### config.mk
export PLATFORM = sky130hd
export DESIGN_NAME = escaped_frame_deframer_unit_flat
export DESIGN_NICKNAME = d
export VERILOG_FILES = /design/src/hdl/edf_pkg.sv /design/src/hdl/edf_if.sv /design/src/hdl/edf_core.sv /design/src/hdl/escaped_frame_deframer_unit.sv /design/src/flat_wrapper.sv
export SDC_FILE = /design/constraint.sdc
export NUM_CORES = 1
export LEC_CHECK = 0
export BUFFER_PORTS_ARGS = -buffer_cell sky130_fd_sc_hd__clkbuf_2
export CORE_UTILIZATION = 60
export DETAILED_ROUTE_END_ITERATION = 6
export MAX_ROUTING_LAYER = met4
export PLACE_DENSITY = 0.82
export SKIP_CTS_REPAIR_TIMING = 1
export SLEW_MARGIN = 25
export SYNTH_ARGS = -nofsm -noshare
export SYNTH_HDL_FRONTEND = slang
export SYNTH_SLANG_ARGS = --single-unit
### constraint.sdc
create_clock -name clk -period 5.45 [get_ports clk]
set_clock_uncertainty 0.15 [all_clocks]
set_input_delay 0.545 -clock clk [delete_from_list [all_inputs] [get_ports clk]]
set_output_delay 0.545 -clock clk [all_outputs]
set_load 0.03 [all_outputs]
### src/hdl/edf_pkg.sv
// Shared types and constants for the escaped frame deframer.
package edf_pkg;

    // Widths of counters and fields
    localparam int RAW_W   = 8;
    localparam int CNT_W   = 7;
    localparam int TICK_W  = 16;
    localparam int CFG_IDX_W = 2;

    // Frame limits
    localparam logic [RAW_W-1:0] RAW_LIMIT   = 8'd128;
    localparam logic [CNT_W-1:0] MAX_PAYLOAD = 7'd64;

    // Item commands
    localparam logic [1:0] CMD_START = 2'd0;
    localparam logic [1:0] CMD_BYTE  = 2'd1;
    localparam logic [1:0] CMD_TICK  = 2'd2;

    // Special link bytes
    localparam logic [7:0] BYTE_START = 8'hFE;
    localparam logic [7:0] BYTE_END   = 8'hFF;
    localparam logic [7:0] BYTE_ESC   = 8'hFD;
    localparam logic [7:0] ESC_MAX    = 8'h02;

    // Final status codes
    localparam logic [3:0] ST_OK         = 4'd0;
    localparam logic [3:0] ST_NORESP     = 4'd1;
    localparam logic [3:0] ST_NOSTART    = 4'd2;
    localparam logic [3:0] ST_INCOMPLETE = 4'd3;
    localparam logic [3:0] ST_TOOSHORT   = 4'd4;
    localparam logic [3:0] ST_EMPTY      = 4'd5;
    localparam logic [3:0] ST_BADESC     = 4'd6;
    localparam logic [3:0] ST_OVERFLOW   = 4'd7;
    localparam logic [3:0] ST_SHORT      = 4'd8;

    // Configuration register indexes and reset values
    localparam logic [CFG_IDX_W-1:0] CFG_OVERALL_TIMEOUT = 2'd0;
    localparam logic [CFG_IDX_W-1:0] CFG_IDLE_TIMEOUT    = 2'd1;
    localparam logic [TICK_W-1:0] OVERALL_TIMEOUT_RST = 16'd1000;
    localparam logic [TICK_W-1:0] IDLE_TIMEOUT_RST    = 16'd100;

    typedef struct packed {
        logic [1:0]       command;
        logic [7:0]       rx_byte;
        logic [CNT_W-1:0] expected_length;
    } item_t;

    typedef struct packed {
        logic             is_final;
        logic [7:0]       data_byte;
        logic [CNT_W-1:0] byte_index;
        logic [3:0]       status;
    } result_t;

    typedef struct packed {
        logic [TICK_W-1:0] overall_timeout_ticks;
        logic [TICK_W-1:0] idle_timeout_ticks;
    } cfg_t;

endpackage

### src/hdl/edf_if.sv
// Channel interfaces: input items, result items and configuration writes.
interface edf_req_if;
    logic       valid;
    logic       ready;
    logic [1:0] command;
    logic [7:0] rx_byte;
    logic [6:0] expected_length;

    modport source (output valid, command, rx_byte, expected_length, input ready);
    modport sink   (input valid, command, rx_byte, expected_length, output ready);
endinterface

interface edf_rsp_if;
    logic       valid;
    logic       ready;
    logic       is_final;
    logic [7:0] data_byte;
    logic [6:0] byte_index;
    logic [3:0] status;

    modport source (output valid, is_final, data_byte, byte_index, status, input ready);
    modport sink   (input valid, is_final, data_byte, byte_index, status, output ready);
endinterface

interface edf_cfg_if;
    logic        valid;
    logic        ready;
    logic [1:0]  index;
    logic [15:0] data;

    modport source (output valid, index, data, input ready);
    modport sink   (input valid, index, data, output ready);
endinterface

### src/hdl/edf_core.sv
// Deframer state machine: hunts for the start mark, unescapes payload, reports status.
module edf_core (
    input  logic             clk,
    input  logic             rst_n,
    input  logic             step,
    input  edf_pkg::item_t   item,
    input  edf_pkg::cfg_t    cfg,
    output logic             res_valid,
    output edf_pkg::result_t res
);
    import edf_pkg::*;

    localparam logic [2:0] PH_IDLE = 3'd0;
    localparam logic [2:0] PH_HUNT = 3'd1;
    localparam logic [2:0] PH_ADDR = 3'd2;
    localparam logic [2:0] PH_DATA = 3'd3;
    localparam logic [2:0] PH_ESC  = 3'd4;

    logic [2:0]        phase_reg, phase_next;
    logic [TICK_W-1:0] elapsed_reg, elapsed_next;
    logic [TICK_W-1:0] idle_reg, idle_next;
    logic [RAW_W-1:0]  raw_reg, raw_next;
    logic [CNT_W-1:0]  decoded_reg, decoded_next;
    logic [CNT_W-1:0]  wanted_reg, wanted_next;
    logic [3:0]        error_reg, error_next;

    logic              fin;
    logic [3:0]        fin_status;
    logic              emit;
    logic [7:0]        emit_byte;
    logic [RAW_W-1:0]  raw_inc;
    logic [TICK_W-1:0] elapsed_inc;
    logic [TICK_W-1:0] idle_inc;
    logic [3:0]        end_error;

    assign raw_inc     = raw_reg + RAW_W'(1);
    assign elapsed_inc = (elapsed_reg == '1) ? elapsed_reg : elapsed_reg + TICK_W'(1);
    assign idle_inc    = (idle_reg == '1) ? idle_reg : idle_reg + TICK_W'(1);
    // bad escape right before the end mark counts only if no earlier error
    assign end_error   = (phase_reg == PH_ESC && error_reg == ST_OK) ? ST_BADESC : error_reg;

    // Next state and result for one item
    always_comb
    begin
        phase_next   = phase_reg;
        elapsed_next = elapsed_reg;
        idle_next    = idle_reg;
        raw_next     = raw_reg;
        decoded_next = decoded_reg;
        wanted_next  = wanted_reg;
        error_next   = error_reg;
        fin          = 1'b0;
        fin_status   = ST_OK;
        emit         = 1'b0;
        emit_byte    = item.rx_byte;
        res_valid    = 1'b0;
        res          = '0;

        if (step) begin
            if (item.command == CMD_START) begin
                wanted_next  = (item.expected_length > MAX_PAYLOAD) ? MAX_PAYLOAD
                                                                    : item.expected_length;
                phase_next   = PH_HUNT;
                elapsed_next = '0;
                idle_next    = '0;
                raw_next     = '0;
                decoded_next = '0;
                error_next   = ST_OK;
            end
            else if (phase_reg != PH_IDLE) begin
                case (item.command)
                    CMD_BYTE:
                    begin
                        idle_next = '0;
                        if (phase_reg == PH_HUNT) begin
                            if (item.rx_byte == BYTE_START) begin
                                raw_next   = RAW_W'(1);
                                phase_next = PH_ADDR;
                            end
                        end
                        else begin
                            raw_next = raw_inc;
                            if (phase_reg == PH_ADDR) begin
                                if (item.rx_byte == BYTE_END) begin
                                    fin        = 1'b1;
                                    fin_status = ST_TOOSHORT;
                                end
                                else begin
                                    phase_next = PH_DATA;
                                end
                            end
                            else if (item.rx_byte == BYTE_END) begin
                                error_next = end_error;
                                fin        = 1'b1;
                                if (end_error != ST_OK)
                                    fin_status = end_error;
                                else if (decoded_reg == '0)
                                    fin_status = ST_EMPTY;
                                else if (decoded_reg != wanted_reg)
                                    fin_status = ST_SHORT;
                                else
                                    fin_status = ST_OK;
                            end
                            else if (raw_inc >= RAW_LIMIT) begin
                                fin        = 1'b1;
                                fin_status = ST_INCOMPLETE;
                            end
                            else if (phase_reg == PH_ESC) begin
                                phase_next = PH_DATA;
                                if (error_reg == ST_OK) begin
                                    if (decoded_reg >= wanted_reg)
                                        error_next = ST_OVERFLOW;
                                    else if (item.rx_byte > ESC_MAX)
                                        error_next = ST_BADESC;
                                    else begin
                                        emit      = 1'b1;
                                        emit_byte = BYTE_ESC + item.rx_byte;
                                    end
                                end
                            end
                            else if (item.rx_byte == BYTE_ESC) begin
                                phase_next = PH_ESC;
                            end
                            else if (error_reg == ST_OK) begin
                                if (decoded_reg >= wanted_reg)
                                    error_next = ST_OVERFLOW;
                                else
                                    emit = 1'b1;
                            end
                        end
                    end
                    CMD_TICK:
                    begin
                        elapsed_next = elapsed_inc;
                        if (elapsed_inc >= cfg.overall_timeout_ticks) begin
                            fin = 1'b1;
                            if (phase_reg == PH_HUNT)
                                fin_status = ST_NOSTART;
                            else if (phase_reg == PH_ADDR)
                                fin_status = ST_TOOSHORT;
                            else
                                fin_status = ST_INCOMPLETE;
                        end
                        else begin
                            idle_next = idle_inc;
                            if (phase_reg == PH_HUNT && idle_inc > cfg.idle_timeout_ticks) begin
                                fin        = 1'b1;
                                fin_status = ST_NORESP;
                            end
                        end
                    end
                    default:
                    begin
                    end
                endcase
            end
        end

        // Build the result item
        if (fin) begin
            phase_next     = PH_IDLE;
            res_valid      = 1'b1;
            res.is_final   = 1'b1;
            res.byte_index = decoded_reg;
            res.status     = fin_status;
        end
        else if (emit) begin
            res_valid      = 1'b1;
            res.data_byte  = emit_byte;
            res.byte_index = decoded_reg;
            decoded_next   = decoded_reg + CNT_W'(1);
        end
    end

    // State registers
    always_ff @(posedge clk or negedge rst_n)
    begin
        if (!rst_n) begin
            phase_reg   <= PH_IDLE;
            elapsed_reg <= '0;
            idle_reg    <= '0;
            raw_reg     <= '0;
            decoded_reg <= '0;
            wanted_reg  <= '0;
            error_reg   <= ST_OK;
        end
        else begin
            phase_reg   <= phase_next;
            elapsed_reg <= elapsed_next;
            idle_reg    <= idle_next;
            raw_reg     <= raw_next;
            decoded_reg <= decoded_next;
            wanted_reg  <= wanted_next;
            error_reg   <= error_next;
        end
    end

`ifndef ASSERT_OFF
    a_decoded_bound: assert property (@(posedge clk) disable iff (!rst_n)
        decoded_reg <= wanted_reg)
        else $error("decoded count passed wanted length");

    a_raw_bound: assert property (@(posedge clk) disable iff (!rst_n)
        raw_reg <= RAW_LIMIT)
        else $error("raw count passed raw limit");

    a_final_idles: assert property (@(posedge clk) disable iff (!rst_n)
        res_valid && res.is_final |=> phase_reg == PH_IDLE)
        else $error("final status did not end reception");

    a_data_in_payload: assert property (@(posedge clk) disable iff (!rst_n)
        res_valid && !res.is_final |-> phase_reg == PH_DATA || phase_reg == PH_ESC)
        else $error("data item outside payload");
`endif

endmodule

### src/hdl/escaped_frame_deframer_unit.sv
// Each accepted item passes through the input register; its result, if any, is presented from the result register.
// Throughput: one item per cycle while results are taken; the state machine decides one item per cycle.
// An item waits in the input register while a result is pending and not taken, whether or not
// it makes a result of its own, so input ready follows result ready in the same cycle.
// Reset (rst_n, async, active low): idle phase, counters cleared, timeouts 1000 and 100.
// The configuration channel is always ready.
module escaped_frame_deframer_unit (
    input  logic      clk,
    input  logic      rst_n,
    edf_req_if.sink   req,
    edf_rsp_if.source rsp,
    edf_cfg_if.sink   cfg
);
    import edf_pkg::*;

    logic    stage_valid_reg;
    item_t   stage_item_reg;
    logic    rsp_valid_reg;
    result_t rsp_reg;
    cfg_t    cfg_reg;

    logic    consume;
    logic    res_valid;
    result_t res;

    // Input register moves on when the result register can take its result
    assign consume   = stage_valid_reg && (!rsp_valid_reg || rsp.ready);
    assign req.ready = !stage_valid_reg || consume;
    assign cfg.ready = 1'b1;

    always_ff @(posedge clk or negedge rst_n)
    begin
        if (!rst_n)
        begin
            stage_valid_reg <= 1'b0;
        end
        else if (req.ready)
        begin
            stage_valid_reg <= req.valid;
        end
    end

    always_ff @(posedge clk)
    begin
        if (req.valid && req.ready)
        begin
            stage_item_reg.command         <= req.command;
            stage_item_reg.rx_byte         <= req.rx_byte;
            stage_item_reg.expected_length <= req.expected_length;
        end
    end

    // Configuration registers
    always_ff @(posedge clk or negedge rst_n)
    begin
        if (!rst_n)
        begin
            cfg_reg.overall_timeout_ticks <= OVERALL_TIMEOUT_RST;
            cfg_reg.idle_timeout_ticks    <= IDLE_TIMEOUT_RST;
        end
        else if (cfg.valid)
        begin
            unique case (cfg.index)
                CFG_OVERALL_TIMEOUT: cfg_reg.overall_timeout_ticks <= cfg.data;
                CFG_IDLE_TIMEOUT:    cfg_reg.idle_timeout_ticks    <= cfg.data;
                default:
                begin
                end
            endcase
        end
    end

    edf_core u_core (
        .clk       (clk),
        .rst_n     (rst_n),
        .step      (consume),
        .item      (stage_item_reg),
        .cfg       (cfg_reg),
        .res_valid (res_valid),
        .res       (res)
    );

    // Result register
    always_ff @(posedge clk or negedge rst_n)
    begin
        if (!rst_n)
        begin
            rsp_valid_reg <= 1'b0;
        end
        else if (consume && res_valid)
        begin
            rsp_valid_reg <= 1'b1;
        end
        else if (rsp.ready)
        begin
            rsp_valid_reg <= 1'b0;
        end
    end

    always_ff @(posedge clk)
    begin
        if (consume && res_valid)
        begin
            rsp_reg <= res;
        end
    end

    assign rsp.valid     = rsp_valid_reg;
    assign rsp.is_final  = rsp_reg.is_final;
    assign rsp.data_byte = rsp_reg.data_byte;
    assign rsp.byte_index = rsp_reg.byte_index;
    assign rsp.status    = rsp_reg.status;

`ifndef ASSERT_OFF
    a_stage_held: assert property (@(posedge clk) disable iff (!rst_n)
        stage_valid_reg && !consume |=> stage_valid_reg)
        else $error("stalled input item dropped");

    a_no_result_overwrite: assert property (@(posedge clk) disable iff (!rst_n)
        rsp_valid_reg && !rsp.ready |-> !consume)
        else $error("pending result overwritten");

    a_result_from_item: assert property (@(posedge clk) disable iff (!rst_n)
        $rose(rsp_valid_reg) |-> $past(consume))
        else $error("result without a processed item");
`endif

endmodule
### src/flat_wrapper.sv
// flat-port wrapper written by rule: the top's interface ports become plain ports
module escaped_frame_deframer_unit_flat import edf_pkg::*;
  (clk, rst_n, req_valid, req_command, req_rx_byte, req_expected_length, req_ready, rsp_valid, rsp_is_final, rsp_data_byte, rsp_byte_index, rsp_status, rsp_ready, cfg_valid, cfg_index, cfg_data, cfg_ready);
  edf_req_if req_i ();
  edf_rsp_if rsp_i ();
  edf_cfg_if cfg_i ();
  input  logic clk;
  input  logic rst_n;
  input wire logic [$bits(req_i.valid)-1:0] req_valid;
  input wire logic [$bits(req_i.command)-1:0] req_command;
  input wire logic [$bits(req_i.rx_byte)-1:0] req_rx_byte;
  input wire logic [$bits(req_i.expected_length)-1:0] req_expected_length;
  output wire logic [$bits(req_i.ready)-1:0] req_ready;
  output wire logic [$bits(rsp_i.valid)-1:0] rsp_valid;
  output wire logic [$bits(rsp_i.is_final)-1:0] rsp_is_final;
  output wire logic [$bits(rsp_i.data_byte)-1:0] rsp_data_byte;
  output wire logic [$bits(rsp_i.byte_index)-1:0] rsp_byte_index;
  output wire logic [$bits(rsp_i.status)-1:0] rsp_status;
  input wire logic [$bits(rsp_i.ready)-1:0] rsp_ready;
  input wire logic [$bits(cfg_i.valid)-1:0] cfg_valid;
  input wire logic [$bits(cfg_i.index)-1:0] cfg_index;
  input wire logic [$bits(cfg_i.data)-1:0] cfg_data;
  output wire logic [$bits(cfg_i.ready)-1:0] cfg_ready;
  assign req_i.valid = req_valid;
  assign req_i.command = req_command;
  assign req_i.rx_byte = req_rx_byte;
  assign req_i.expected_length = req_expected_length;
  assign req_ready = req_i.ready;
  assign rsp_valid = rsp_i.valid;
  assign rsp_is_final = rsp_i.is_final;
  assign rsp_data_byte = rsp_i.data_byte;
  assign rsp_byte_index = rsp_i.byte_index;
  assign rsp_status = rsp_i.status;
  assign rsp_i.ready = rsp_ready;
  assign cfg_i.valid = cfg_valid;
  assign cfg_i.index = cfg_index;
  assign cfg_i.data = cfg_data;
  assign cfg_ready = cfg_i.ready;
  escaped_frame_deframer_unit u_core (.clk(clk), .rst_n(rst_n), .req(req_i), .rsp(rsp_i), .cfg(cfg_i));
endmodule
==> results.ini, run 1 <==
[power_and_ir_drop]
power.total_w = 0.002875
peakVddDrop_mv = 0.3321
p_per_area_mw_per_mm2 = 341.2
cellLeakagePower_nw = 3.820

[sta]
rsz0062_at_grt = false
post-route-period-util_pct = 91.66
tns_ns = 0
fmax_mhz = 200.2
worstMarginPinSlew_ns = 0.8843
fin_crit_ns = 4.995
setup_violations = 0
hold_viol = 0
max_slew_margin_pct = 40.83
maxSlewViolCount = 0
postLayoutSetupSlackWorst_ns = 0.4548

[floorplan]
die_y_um = 113.2
initial_utilization_pct = 61.75
die_area_sq_mm = 0.01281
core_sq_mm = 0.01201
die_w_um = 113.2
std_cell_rows = 40
io-pin-count = 63

[worst_setup_path]
slowest_delay_ns = 0.66
crit_path_cell_trace = ha_1 > and3_1 > nand4_1 > nor3_1 > nor2_1 > and3_1 > xor2_1 > ha_1 > a21oi_1 > o21ai_0 > nor2_1 > nand3_1 > and3_1 > or3b_1 > or4b_1 > nand2_1
start_kind = flip-flop
end_kind = flip-flop
required_ns = 5.66
slowest_stage = or3b_1
cp_common_cell = and3_1
reg2reg_depth = 16
critPathMaxFanout = 18
worstPathArrival_ns = 5.21
criticalPathCategory = flip-flop to flip-flop

[clock_tree]
clockRootBuffer = clkbuf_16
clk_path_buf_depth = 2
path_clk_slew_ns = 0.05
cts_made_buffers = 17
clk_latency_ns = 0.42
h-tree-depth = 4
cts_tree = yes
clock_sinks = 132

[final_layout]
insertedDiodeCount = 0
largest_reg_flops = 32
final_cells = 966
nNetsFinal = 897
syn2layout_area_growth_pct = 13.58
n_fill_cell = 879
multi_input_area_sq_mm = 0.003633
area.sequential_sq_mm = 0.003500
drive_gt1_share_pct = 16.48

[routing]
postRouteAntennaNets = 0
drtIter0Drc = 744
routed_wl_mm = 16.50
wl_per_cell_um = 17.08
dr.pass1.iters = 6
via_per_inst = 6.102
vias = 5895
drc = 0

[placed_design]
place_inst = 933
hpwl_mm = 11.62
port_buffers = 61
dp_slack_ns = 0.4480
place_congestion = 0.9326

[global_route]
track_usage_pct = 28.39
grt_overflow = 0
grt_use_met3_pct = 6.213
met2_usage_pct = 44.70
grt_pass1_wl_mm = 27.57
top_usage_layer = met2
grt.met1_usage_pct = 36.77
antenna_found_initial = 0
grt_max_degree = 59
grt_pass1_vias = 5723

[hold_path]
whs_path_depth = 1
hp-class = primary input to flip-flop

[run_status]
run_status = completed

[synthesis]
synth-main-ff-cell = dfrtp_1
synth_warnings = 0
yosys.area_share.adder_pct = 8.603
synth_edf_count = 37
yosysSeqAreaShare_pct = 47.18
synth_cells = 747
synth_simple_gate_area_share_pct = 19.08
syn_avg_cell_area_sq_um = 9.929
synth_top_area_cell = dfrtp_1
synthArstFlopShare_pct = 71.97
synth_top_area_share_pct = 29.01
synth_area_sq_mm = 0.007417
synth-compound-area-share_pct = 14.51
synth_top_family_by_area = simple AND/OR/NAND/NOR gates
ys_ff_latch = 132
ys_top_cells_by_area = dfrtp_1 29%, edfxtp_1 15%, ha_1 8.6%
synth_nets = 838
ys_types = 64
synthMuxAreaShare_pct = 3.863
synth_xor_xnor_area_share_pct = 2.716

[job]
drv_cap = 0

## worst paths after layout
kind | endpoint | slack [ns] | startpoint
setup / recovery | u_core.u_core.decoded_reg[3]$_DFF_PN0_ | 0.45 | u_core.u_core.elapsed_reg[0]$_DFFE_PN0P_
hold / removal | u_core.stage_item_reg[2]$_DFFE_PP_ | 0.15 | req_expected_length[2]
setup reg to reg | u_core.u_core.decoded_reg[3]$_DFF_PN0_ | 0.45 | u_core.u_core.elapsed_reg[0]$_DFFE_PN0P_
hold reg to reg | u_core.u_core.wanted_reg[1]$_DFFE_PN0P_ | 0.34 | u_core.u_core.wanted_reg[1]$_DFFE_PN0P_
max in group asynchronous | u_core.u_core.raw_reg[5]$_DFFE_PN0P_ | 3.58 | rst_n
min in group asynchronous | u_core.u_core.idle_reg[11]$_DFFE_PN0P_ | 0.48 | rst_n
## stage by stage
| stage | utilization [%] | instance area, sq um | hold slack (ns) |
|---|---|---|---|
| 2_1_floorplan | - | 7417 | 0.09941 |
| 3_3_place_gp | 65.23 | 7835 | 0.3200 |
| 3_5_place_dp | 65.23 | 7835 | 0.3211 |
| 4_1_cts | 69.99 | 8407 | -0.05019 |
| 5_1_grt | 70.14 | 8424 | 0.1349 |
| 6_report | 70.14 | 8424 | 0.1472 |
## area by class of cell
cell class / count / area share, %
multi-input combinational: 538 / 43.13
inverter: 52 / 2.317
tap: 147 / 2.183
clock buffer: 28 / 6.253
clock inverter: 4 / 0.5347
timing repair buffer: 65 / 4.040
sequential: 132 / 41.54
## worst max-delay path, delay by kind of cell (launching register included)
kind,cells,cell delay (ns)
adder cells (fa/ha/maj),2,0.53
AO/OA/AOI/OAI,2,0.30
AND/OR/NAND/NOR,11,3.33
XOR/XNOR,1,0.15
flip-flops,1,0.45
## per-layer routing
layer / vias up / share of wire, %
met3: 30 / 5.8
met4: 0 / 1.6
met5: - / 0
met2: 211 / 48
li1: 2804 / -
met1: 2850 / 44
## synthesized netlist by cell type (7+ instances only)
cell / count
xor2_1: 7
nand3_1: 26
mux2_2: 21
and2_1: 18
edfxtp_1: 37
a22o_1: 18
xnor2_1: 16
dfrtp_1: 86
nor2_1: 53
o211ai_1: 7
o21ai_0: 58
and3_1: 13
inv_1: 52
nand4_1: 16
a21o_1: 7
nor3_1: 15
o31ai_1: 14
dfstp_2: 9
clkbuf_1: 21
a21oi_1: 23
nand2_1: 77
nand2b_1: 16
ha_1: 51
## where the power goes
group          switching, W  internal [W]  leakage, nW
registers         0.0000960       0.00114         1.58
clock network      0.000393      0.000698        0.284
logic              0.000329      0.000220         1.95
## logic make-up after synthesis
| kind of cell | after synthesis |
|---|---|
| buffers and inverters | 77 |
| adder cells (fa/ha/maj) | 51 |
| multiplexers | 26 |
| flip-flops | 132 |
| other | 1 |
| AND/OR/NAND/NOR | 275 |
| XOR/XNOR | 23 |
| AO/OA/AOI/OAI | 162 |
## layout by cell type, fill, tap and decap left out, types with 21 or more instances in the layout
| master | instances |
|---|---|
| nand2_1 | 77 |
| inv_1 | 52 |
| nand3_1 | 26 |
| dfrtp_1 | 86 |
| ha_1 | 51 |
| a21oi_1 | 23 |
| clkbuf_2 | 60 |
| mux2_2 | 21 |
| edfxtp_1 | 37 |
| nor2_1 | 52 |
| o21ai_0 | 58 |
No activity file was read; power rests on OpenSTA's default activity.
==> run 2, diff against run 1 <==
- CORE_UTILIZATION: 60 -> 61
- PLACE_DENSITY: 0.82 -> 0.83
- SYNTH_HIERARCHICAL: default -> 1
==> results.ini, run 2 <==
[clock_tree]
cts_made_buffers = 17  ; unchanged
clk_latency_ns = 0.42  ; about the same
clk_path_buf_depth = 2  ; unchanged
clockRootBuffer = clkbuf_16  ; unchanged
path_clk_slew_ns = 0.05  ; about the same
cts_tree = yes  ; unchanged
clock_sinks = 132  ; unchanged
h-tree-depth = 4  ; unchanged

[routing]
via_per_inst = 6.034  ; was 6.102
drtIter0Drc = 535  ; was 744
dr.pass1.iters = 5  ; was 6
routed_wl_mm = 17.52  ; was 16.50 mm
drc = 0  ; unchanged
wl_per_cell_um = 17.15  ; was 17.08 um
vias = 6167  ; was 5895
postRouteAntennaNets = 0  ; unchanged

[power_and_ir_drop]
p_per_area_mw_per_mm2 = 328.4  ; was 341.2 mW/mm^2
peakVddDrop_mv = 0.3428  ; was 0.3321 mV
power.total_w = 0.002874  ; was 0.002875 W
cellLeakagePower_nw = 3.907  ; was 3.820 nW

[sta]
setup_violations = 0  ; unchanged
fmax_mhz = 210.1  ; was 200.2 MHz
rsz0062_at_grt = false  ; unchanged
fin_crit_ns = 4.760  ; was 4.995 ns
tns_ns = 0  ; unchanged
max_slew_margin_pct = 34.06  ; was 40.83%
maxSlewViolCount = 0  ; unchanged
worstMarginPinSlew_ns = 0.9838  ; was 0.8843 ns
postLayoutSetupSlackWorst_ns = 0.6905  ; was 0.4548 ns
hold_viol = 0  ; unchanged
post-route-period-util_pct = 87.33  ; was 91.66%

[worst_setup_path]
cp_common_cell = nand2_1  ; was and3_1
reg2reg_from = u_core/u_core/elapsed_reg[4]$_DFFE_PN0P_  ; was u_core.u_core.elapsed_reg[0]$_DFFE_PN0P_
reg2reg_depth = 16  ; unchanged
required_ns = 5.40  ; was 5.66 ns
cp_top_family = simple AND/OR/NAND/NOR gates  ; unchanged
critPathMaxFanout = 20  ; was 18
slowest_stage = or4_1  ; was or3b_1
crit_path_cell_trace = and4_1 > nand4_2 > or4_1 > and2_1 > nand2_1 > xnor2_1 > ha_1 > nand4_1 > nor4_1 > a22oi_1 > a21bo_2 > a31oi_4 > or2_1 > nand2_1 > nor2b_1 > buf_4  ; was ha_1 > and3_1 > nand4_1 > nor3_1 > nor2_1 > and3_1 > xor2_1 > ha_1 > a21oi_1 > o21ai_0 > nor2_1 > nand3_1 > and3_1 > or3b_1 > or4b_1 > nand2_1
start_kind = flip-flop  ; unchanged
criticalPathCategory = flip-flop to flip-flop  ; unchanged
crit_buf_inv = 1  ; was 0
ff2ff_setup_slack_ns = 0.69  ; was 0.45 ns
slowest_delay_ns = 0.67  ; was 0.66 ns
worstPathArrival_ns = 4.71  ; was 5.21 ns
end_kind = flip-flop  ; unchanged
r2r-end = u_core/rsp.data_byte[6]$_DFFE_PP_  ; was u_core.u_core.decoded_reg[3]$_DFF_PN0_

[final_layout]
post-route-cell-area_sq_mm = 0.008751  ; was 0.008424 sq mm
syn2layout_area_growth_pct = 13.37  ; was 13.58%
final_core_util_pct = 71.95  ; was 70.14%
largest_reg_flops = 32  ; unchanged
layout_commonest_cell = dfrtp_1  ; unchanged
nNetsFinal = 932  ; was 897
drive_gt1_share_pct = 19.32  ; was 16.48%
final_cell_mix = 86 x dfrtp_1, 84 x nand2_1, 60 x clkbuf_2  ; was 86 x dfrtp_1, 77 x nand2_1, 60 x clkbuf_2
insertedDiodeCount = 0  ; unchanged

[floorplan]
die_area_sq_mm = 0.01311  ; was 0.01281 sq mm
die_y_um = 114.5  ; was 113.2 um
initial_utilization_pct = 63.47  ; was 61.75%
std_cell_rows = 40  ; unchanged
io-pin-count = 63  ; unchanged
core_sq_mm = 0.01216  ; was 0.01201 sq mm
die_w_um = 114.5  ; was 113.2 um

[synthesis]
yosys.area_share.adder_pct = 8.267  ; was 8.603%
synth_warnings = 6  ; was 0
synth_area_sq_mm = 0.007719  ; was 0.007417 sq mm
synth_top_family_by_area = simple AND/OR/NAND/NOR gates  ; unchanged
yosysSeqAreaShare_pct = 45.34  ; was 47.18%
synth_common_cells = 86 x dfrtp_1, 84 x nand2_1, 57 x inv_1, 57 x o21ai_0, 51 x ha_1  ; was 86 x dfrtp_1, 77 x nand2_1, 58 x o21ai_0, 53 x nor2_1, 52 x inv_1
ys_types = 74  ; was 64
synth_simple_gate_area_share_pct = 19.40  ; was 19.08%
synth_nets = 869  ; was 838
ys_top_cells_by_area = dfrtp_1 28%, edfxtp_1 14%, ha_1 8.3%  ; was dfrtp_1 29%, edfxtp_1 15%, ha_1 8.6%
synth_xor_xnor_area_share_pct = 2.610  ; was 2.716%
synth-main-ff-cell = dfrtp_1  ; unchanged
yosysMostFrequentCell = dfrtp_1  ; unchanged
ys_ff_latch = 132  ; unchanged
syn_avg_cell_area_sq_um = 9.921  ; was 9.929 sq um
synth_cells = 778  ; was 747
synth_edf_count = 37  ; unchanged
synthArstFlopShare_pct = 71.97  ; unchanged
synthMuxAreaShare_pct = 6.014  ; was 3.863%
synth_top_area_cell = dfrtp_1  ; unchanged
synth-compound-area-share_pct = 13.88  ; was 14.51%
synth_top_area_share_pct = 27.88  ; was 29.01%

[hold_path]
hp-class = primary input to flip-flop  ; unchanged
min-delay-start = req_expected_length[3]  ; was req_expected_length[2]
hold_end = u_core/stage_item_reg[3]$_DFFE_PP_  ; was u_core.stage_item_reg[2]$_DFFE_PP_
whs_path_depth = 1  ; unchanged

[placed_design]
dpl-instance-area_sq_mm = 0.008150  ; was 0.007835 sq mm
dp_slack_ns = 0.8371  ; was 0.4480 ns
hpwl_mm = 12.80  ; was 11.62 mm
place_congestion = 0.9196  ; was 0.9326
port_buffers = 61  ; unchanged

[global_route]
antenna_found_initial = 0  ; unchanged
grt_max_degree = 68  ; was 59
grt_pass1_wl_mm = 29.21  ; was 27.57 mm
grt_pass1_vias = 6158  ; was 5723
track_usage_pct = 30.02  ; was 28.39%
grt_overflow = 0  ; unchanged

[job]
drv_cap = 0  ; unchanged

[run_status]
run_status = completed  ; unchanged

-- run 2: changes by cell type in the layout (fill, tap and decap cells not counted), sizes merged, moves of 6 or more --
cell / before / now
mux2: 21 / 37
a21oi: 23 / 36
a22o: 18 / 5
clkbuf: 88 / 77
nand2: 77 / 84
clkinv: 3 / 9
nand2b: 16 / 10
-- run 2: how the worst max path moves through the flow --
stage | start | to | depth (start not counted)
6_report | u_core/u_core/elapsed_reg[4]$_DFFE_PN0P_ | u_core/rsp.data_byte[6]$_DFFE_PP_ | 16
5_1_grt | u_core/u_core/elapsed_reg[3]$_DFFE_PN0P_ | u_core/rsp.data_byte[6]$_DFFE_PP_ | 16
4_1_cts | u_core/u_core/elapsed_reg[3]$_DFFE_PN0P_ | u_core/rsp.data_byte[6]$_DFFE_PP_ | 16
3_5_place_dp | u_core/u_core/elapsed_reg[3]$_DFFE_PN0P_ | u_core/rsp.data_byte[3]$_DFFE_PP_ | 16
3_3_place_gp | u_core/u_core/elapsed_reg[3]$_DFFE_PN0P_ | u_core/rsp.data_byte[7]$_DFFE_PP_ | 16
2_1_floorplan | u_core/u_core/idle_reg[4]$_DFFE_PN0P_ | u_core/rsp.byte_index[0]$_DFFE_PP_ | 17
-- run 2: stage by stage --
step           std cells  hold WS (ns)
3_5_place_dp         989        0.3262
3_3_place_gp         989        0.3089
6_report            1022        0.1524
5_1_grt             1022        0.1244
4_1_cts             1021      -0.09109
2_1_floorplan        778       0.09941
-- run 2: cells by family (layout without fill, tap and decap cells) --
group,after synthesis,after routing
and+or+nand+nor,280,280
AOI/OAI and AO/OA,170,170
DFF,132,132
buffers and inverters,80,156
adders and majority gates,51,51
muxes,41,41
xor gates and xnor gates,23,23
other,1,1
-- run 2: final cells by class --
class                   count  area, sq um
multi-input cells         566         3881
flip-flops and latches    132         3500
fillers                   862         3411
clock buffers              17        425.4
repair buffers             67        355.3
inverters                  57        214.0
well taps                 168        210.2
clock inverters            15        165.2
-- run 2: worst reg2reg max path, stage by stage, from the launching register on --
cell and delay, ns:
dfrtp_1 0.49, and4_1 0.39, nand4_2 0.17, or4_1 0.67, and2_1 0.26, nand2_1 0.12, xnor2_1 0.09, ha_1 0.35
nand4_1 0.14, nor4_1 0.25, a22oi_1 0.16, a21bo_2 0.29, a31oi_4 0.20, or2_1 0.22, nand2_1 0.09, nor2b_1 0.11
buf_4 0.27
-- run 2: power breakdown --
part           leakage, nW  internal (W)  switching (W)
Sequential            1.58       0.00113      0.0000902
Clock                0.281      0.000712       0.000422
Combinational         2.05      0.000209       0.000312
-- run 2: routing by layer --
| metal | track usage, % | vias up | wire (um) |
|---|---|---|---|
| li1 | - | 2913 | - |
| met1 | 36.18 | 3013 | 7569 |
| met2 | 48.08 | 214 | 8623 |
| met3 | 9.529 | 27 | 1070 |
| met4 | 9.524 | 0 | 260 |
| met5 | - | - | 0 |
==> run 3, diff against run 2 <==
- CORE_UTILIZATION: 61 -> 55
- PLACE_DENSITY: 0.83 -> 0.79
- clock period: 5.45 -> 4.2 ns (I/O delays scaled with it)
==> results.ini, run 3 (synthesis gave the netlist of run 2 again) <==
[final_layout]
area.sequential_sq_mm = 0.003501  ; was 0.003500 sq mm
layout_commonest_cell = dfrtp_1  ; unchanged
insertedDiodeCount = 0  ; unchanged
final_core_util_pct = 69.21  ; was 71.95%
post-route-cell-area_sq_mm = 0.009310  ; was 0.008751 sq mm
multi_input_area_sq_mm = 0.004120  ; was 0.003881 sq mm
final_cell_mix = 85 x dfrtp_1, 80 x nand2_1, 60 x clkbuf_2  ; was 86 x dfrtp_1, 84 x nand2_1, 60 x clkbuf_2
largest_reg_flops = 32  ; unchanged
n_fill_cell = 1001  ; was 862
drive_gt1_share_pct = 27.13  ; was 19.32%
syn2layout_area_growth_pct = 20.62  ; was 13.37%
nNetsFinal = 970  ; was 932

[global_route]
grt_pass1_vias = 6316  ; was 6158
grt_max_degree = 69  ; was 68
met2_usage_pct = 46.77  ; was 48.08%
top_usage_layer = met2  ; unchanged
grt_use_met3_pct = 6.085  ; was 9.529%
track_usage_pct = 28.15  ; was 30.02%
grt_pass1_wl_mm = 30.70  ; was 29.21 mm
grt_overflow = 0  ; unchanged
grt.met1_usage_pct = 33.93  ; was 36.18%
antenna_found_initial = 0  ; unchanged

[routing]
via_per_inst = 5.997  ; was 6.034
dr.pass1.iters = 5  ; unchanged
routed_wl_mm = 19.31  ; was 17.52 mm
wl_per_cell_um = 18.08  ; was 17.15 um
drc = 0  ; unchanged
vias = 6405  ; was 6167
postRouteAntennaNets = 0  ; unchanged
drtIter0Drc = 497  ; was 535

[floorplan]
die_area_sq_mm = 0.01451  ; was 0.01311 sq mm
core_sq_mm = 0.01345  ; was 0.01216 sq mm
die_y_um = 120.5  ; was 114.5 um
std_cell_rows = 42  ; was 40
die_w_um = 120.5  ; was 114.5 um
io-pin-count = 63  ; unchanged
initial_utilization_pct = 57.38  ; was 63.47%

[worst_setup_path]
end_kind = flip-flop  ; unchanged
critPathMaxFanout = 5  ; was 20
cp_top_family = simple AND/OR/NAND/NOR gates  ; unchanged
worstPathArrival_ns = 4.21  ; was 4.71 ns
crit_buf_inv = 2  ; was 1
required_ns = 4.20  ; was 5.40 ns
reg2reg_from = u_core/u_core/idle_reg[1]$_DFFE_PN0P_  ; was u_core/u_core/elapsed_reg[4]$_DFFE_PN0P_
slowest_delay_ns = 0.57  ; was 0.67 ns
slowest_stage = or4_4  ; was or4_1
ff2ff_setup_slack_ns = -0.01  ; was 0.69 ns
start_kind = flip-flop  ; unchanged
reg2reg_depth = 18  ; was 16
criticalPathCategory = flip-flop to flip-flop  ; unchanged
crit_path_cell_trace = ha_4 > nand2_4 > nor3_4 > and4_4 > nor2_4 > and2_4 > xnor2_4 > inv_2 > ha_4 > nand4_1 > or4_4 > a21o_1 > a31o_4 > a31oi_4 > or2_4 > nand2_4 > nor2b_4 > clkbuf_16  ; was and4_1 > nand4_2 > or4_1 > and2_1 > nand2_1 > xnor2_1 > ha_1 > nand4_1 > nor4_1 > a22oi_1 > a21bo_2 > a31oi_4 > or2_1 > nand2_1 > nor2b_1 > buf_4
r2r-end = u_core/rsp.byte_index[5]$_DFFE_PP_  ; was u_core/rsp.data_byte[6]$_DFFE_PP_

[job]
drv_cap = 0  ; unchanged

[sta]
tns_ns = -0.05221  ; was 0 ns
fin_crit_ns = 4.211  ; was 4.760 ns
rsz0062_at_grt = true  ; was false
worstMarginPinSlew_ns = 0.8903  ; was 0.9838 ns
post-route-period-util_pct = 100.3  ; was 87.33%
setup_violations = 8  ; was 0
hold_slack_ns = -0.03110  ; was 0.1524 ns
maxSlewViolCount = 0  ; unchanged
postLayoutSetupSlackWorst_ns = -0.01096  ; was 0.6905 ns
fmax_mhz = 237.5  ; was 210.1 MHz
hold_viol = 39  ; was 0
max_slew_margin_pct = 40.65  ; was 34.06%

[clock_tree]
path_clk_slew_ns = 0.06  ; was 0.05 ns
clk_latency_ns = 0.43  ; was 0.42 ns
cts_tree = yes  ; unchanged
clockRootBuffer = clkbuf_16  ; unchanged
cts_made_buffers = 17  ; unchanged
h-tree-depth = 4  ; unchanged
clock_sinks = 132  ; unchanged
clk_path_buf_depth = 2  ; unchanged

[power_and_ir_drop]
cellLeakagePower_nw = 4.164  ; was 3.907 nW
seq_power_share_pct = 41.9  ; was 42.4%
pwr-share-clk_pct = 39.1  ; was 39.5%
p_int_w = 0.002699  ; was 0.002050 W
p_per_area_mw_per_mm2 = 406.7  ; was 328.4 mW/mm^2
peakVddDrop_mv = 0.2965  ; was 0.3428 mV
p_switching_w = 0.001087  ; was 0.0008241 W
switching_share_pct = 28.72  ; was 28.67%
pwr-share-comb_pct = 18.9  ; was 18.1%

[hold_path]
hp-class = primary input to async pin  ; was primary input to flip-flop

[placed_design]
hpwl_mm = 13.27  ; was 12.80 mm
place_congestion = 0.9371  ; was 0.9196
dp_slack_ns = -0.04259  ; was 0.8371 ns
dpl-instance-area_sq_mm = 0.008377  ; was 0.008150 sq mm
port_buffers = 61  ; unchanged

[run_status]
violations = hold timing, setup timing
run_status = complete, but fails checks  ; was completed

[run 3: cell types whose count changed in the layout (fill, tap and decap cells not counted), moves of 4 or more]
| cell | change |
|---|---|
| ha_1 | -5 |
| and2_1 | -4 |
| xnor2_1 | -4 |
| nor2_2 | +4 |
| nor2_1 | -4 |
| buf_4 | +35 |
| ha_4 | +5 |
| and2_4 | +4 |
| nand2_1 | -4 |
[run 3: routing by layer]
metal  vias to the layer above  routed length (um)
met3                        52                1025
li1                       2986                   -
met4                         0                 531
met5                         -                   0
met2                       270                9643
met1                      3097                8107
[run 3: layout make-up]
class | count | share of cell area [%]
Inverter | 57 | 2.298
Multi-Input combinational cell | 567 | 44.25
Clock inverter | 9 | 1.089
Sequential cell | 132 | 37.60
Tap cell | 176 | 2.365
Timing Repair Buffer | 104 | 7.136
Clock buffer | 23 | 5.255
[run 3: power by group through the flow]
stage                     clock [W]  combinational, W  sequential [W]
after global placement            0          0.000634         0.00159
after CTS                   0.00150          0.000677         0.00158
final                       0.00148          0.000717         0.00159
after global routing        0.00157          0.000801         0.00160
after detailed placement          0          0.000666         0.00160
after floorplan                   0          0.000490         0.00156
[run 3: worst max path at each step]
stage / startpoint / end / slack [ns] / cells after the start
4_1_cts: u_core/u_core/elapsed_reg[0]$_DFFE_PN0P_ / u_core/u_core/decoded_reg[1]$_DFF_PN0_ / -0.07 / 16
2_1_floorplan: u_core/u_core/idle_reg[4]$_DFFE_PN0P_ / u_core/rsp.byte_index[0]$_DFFE_PP_ / -0.1 / 17
3_5_place_dp: u_core/u_core/elapsed_reg[0]$_DFFE_PN0P_ / u_core/u_core/decoded_reg[1]$_DFF_PN0_ / -0.04 / 16
6_report: u_core/u_core/idle_reg[1]$_DFFE_PN0P_ / u_core/rsp.byte_index[5]$_DFFE_PP_ / -0.01 / 18
3_3_place_gp: u_core/u_core/elapsed_reg[6]$_DFFE_PN0P_ / u_core/u_core/decoded_reg[1]$_DFF_PN0_ / 0.13 / 15
5_1_grt: u_core/u_core/idle_reg[1]$_DFFE_PN0P_ / u_core/rsp.byte_index[5]$_DFFE_PP_ / -0.10 / 18
[run 3: worst register-to-register path, cell delays in order, from the launching register on]
cell       delay, ns
dfrtp_2         0.41
ha_4            0.18
nand2_4         0.07
nor3_4          0.22
and4_4          0.29
nor2_4          0.06
and2_4          0.17
xnor2_4         0.18
inv_2           0.06
ha_4            0.26
nand4_1         0.12
or4_4           0.57
a21o_1          0.18
a31o_4          0.26
a31oi_4         0.16
or2_4           0.17
nand2_4         0.05
nor2b_4         0.20
clkbuf_16       0.18
[run 3: per-stage QoR]
step	std cells	power, W
floorplan	778	0.002053
global placement	1017	0.002226
detailed placement	1017	0.002268
CTS	1049	0.003759
global route	1068	0.003969
finish	1068	0.003787
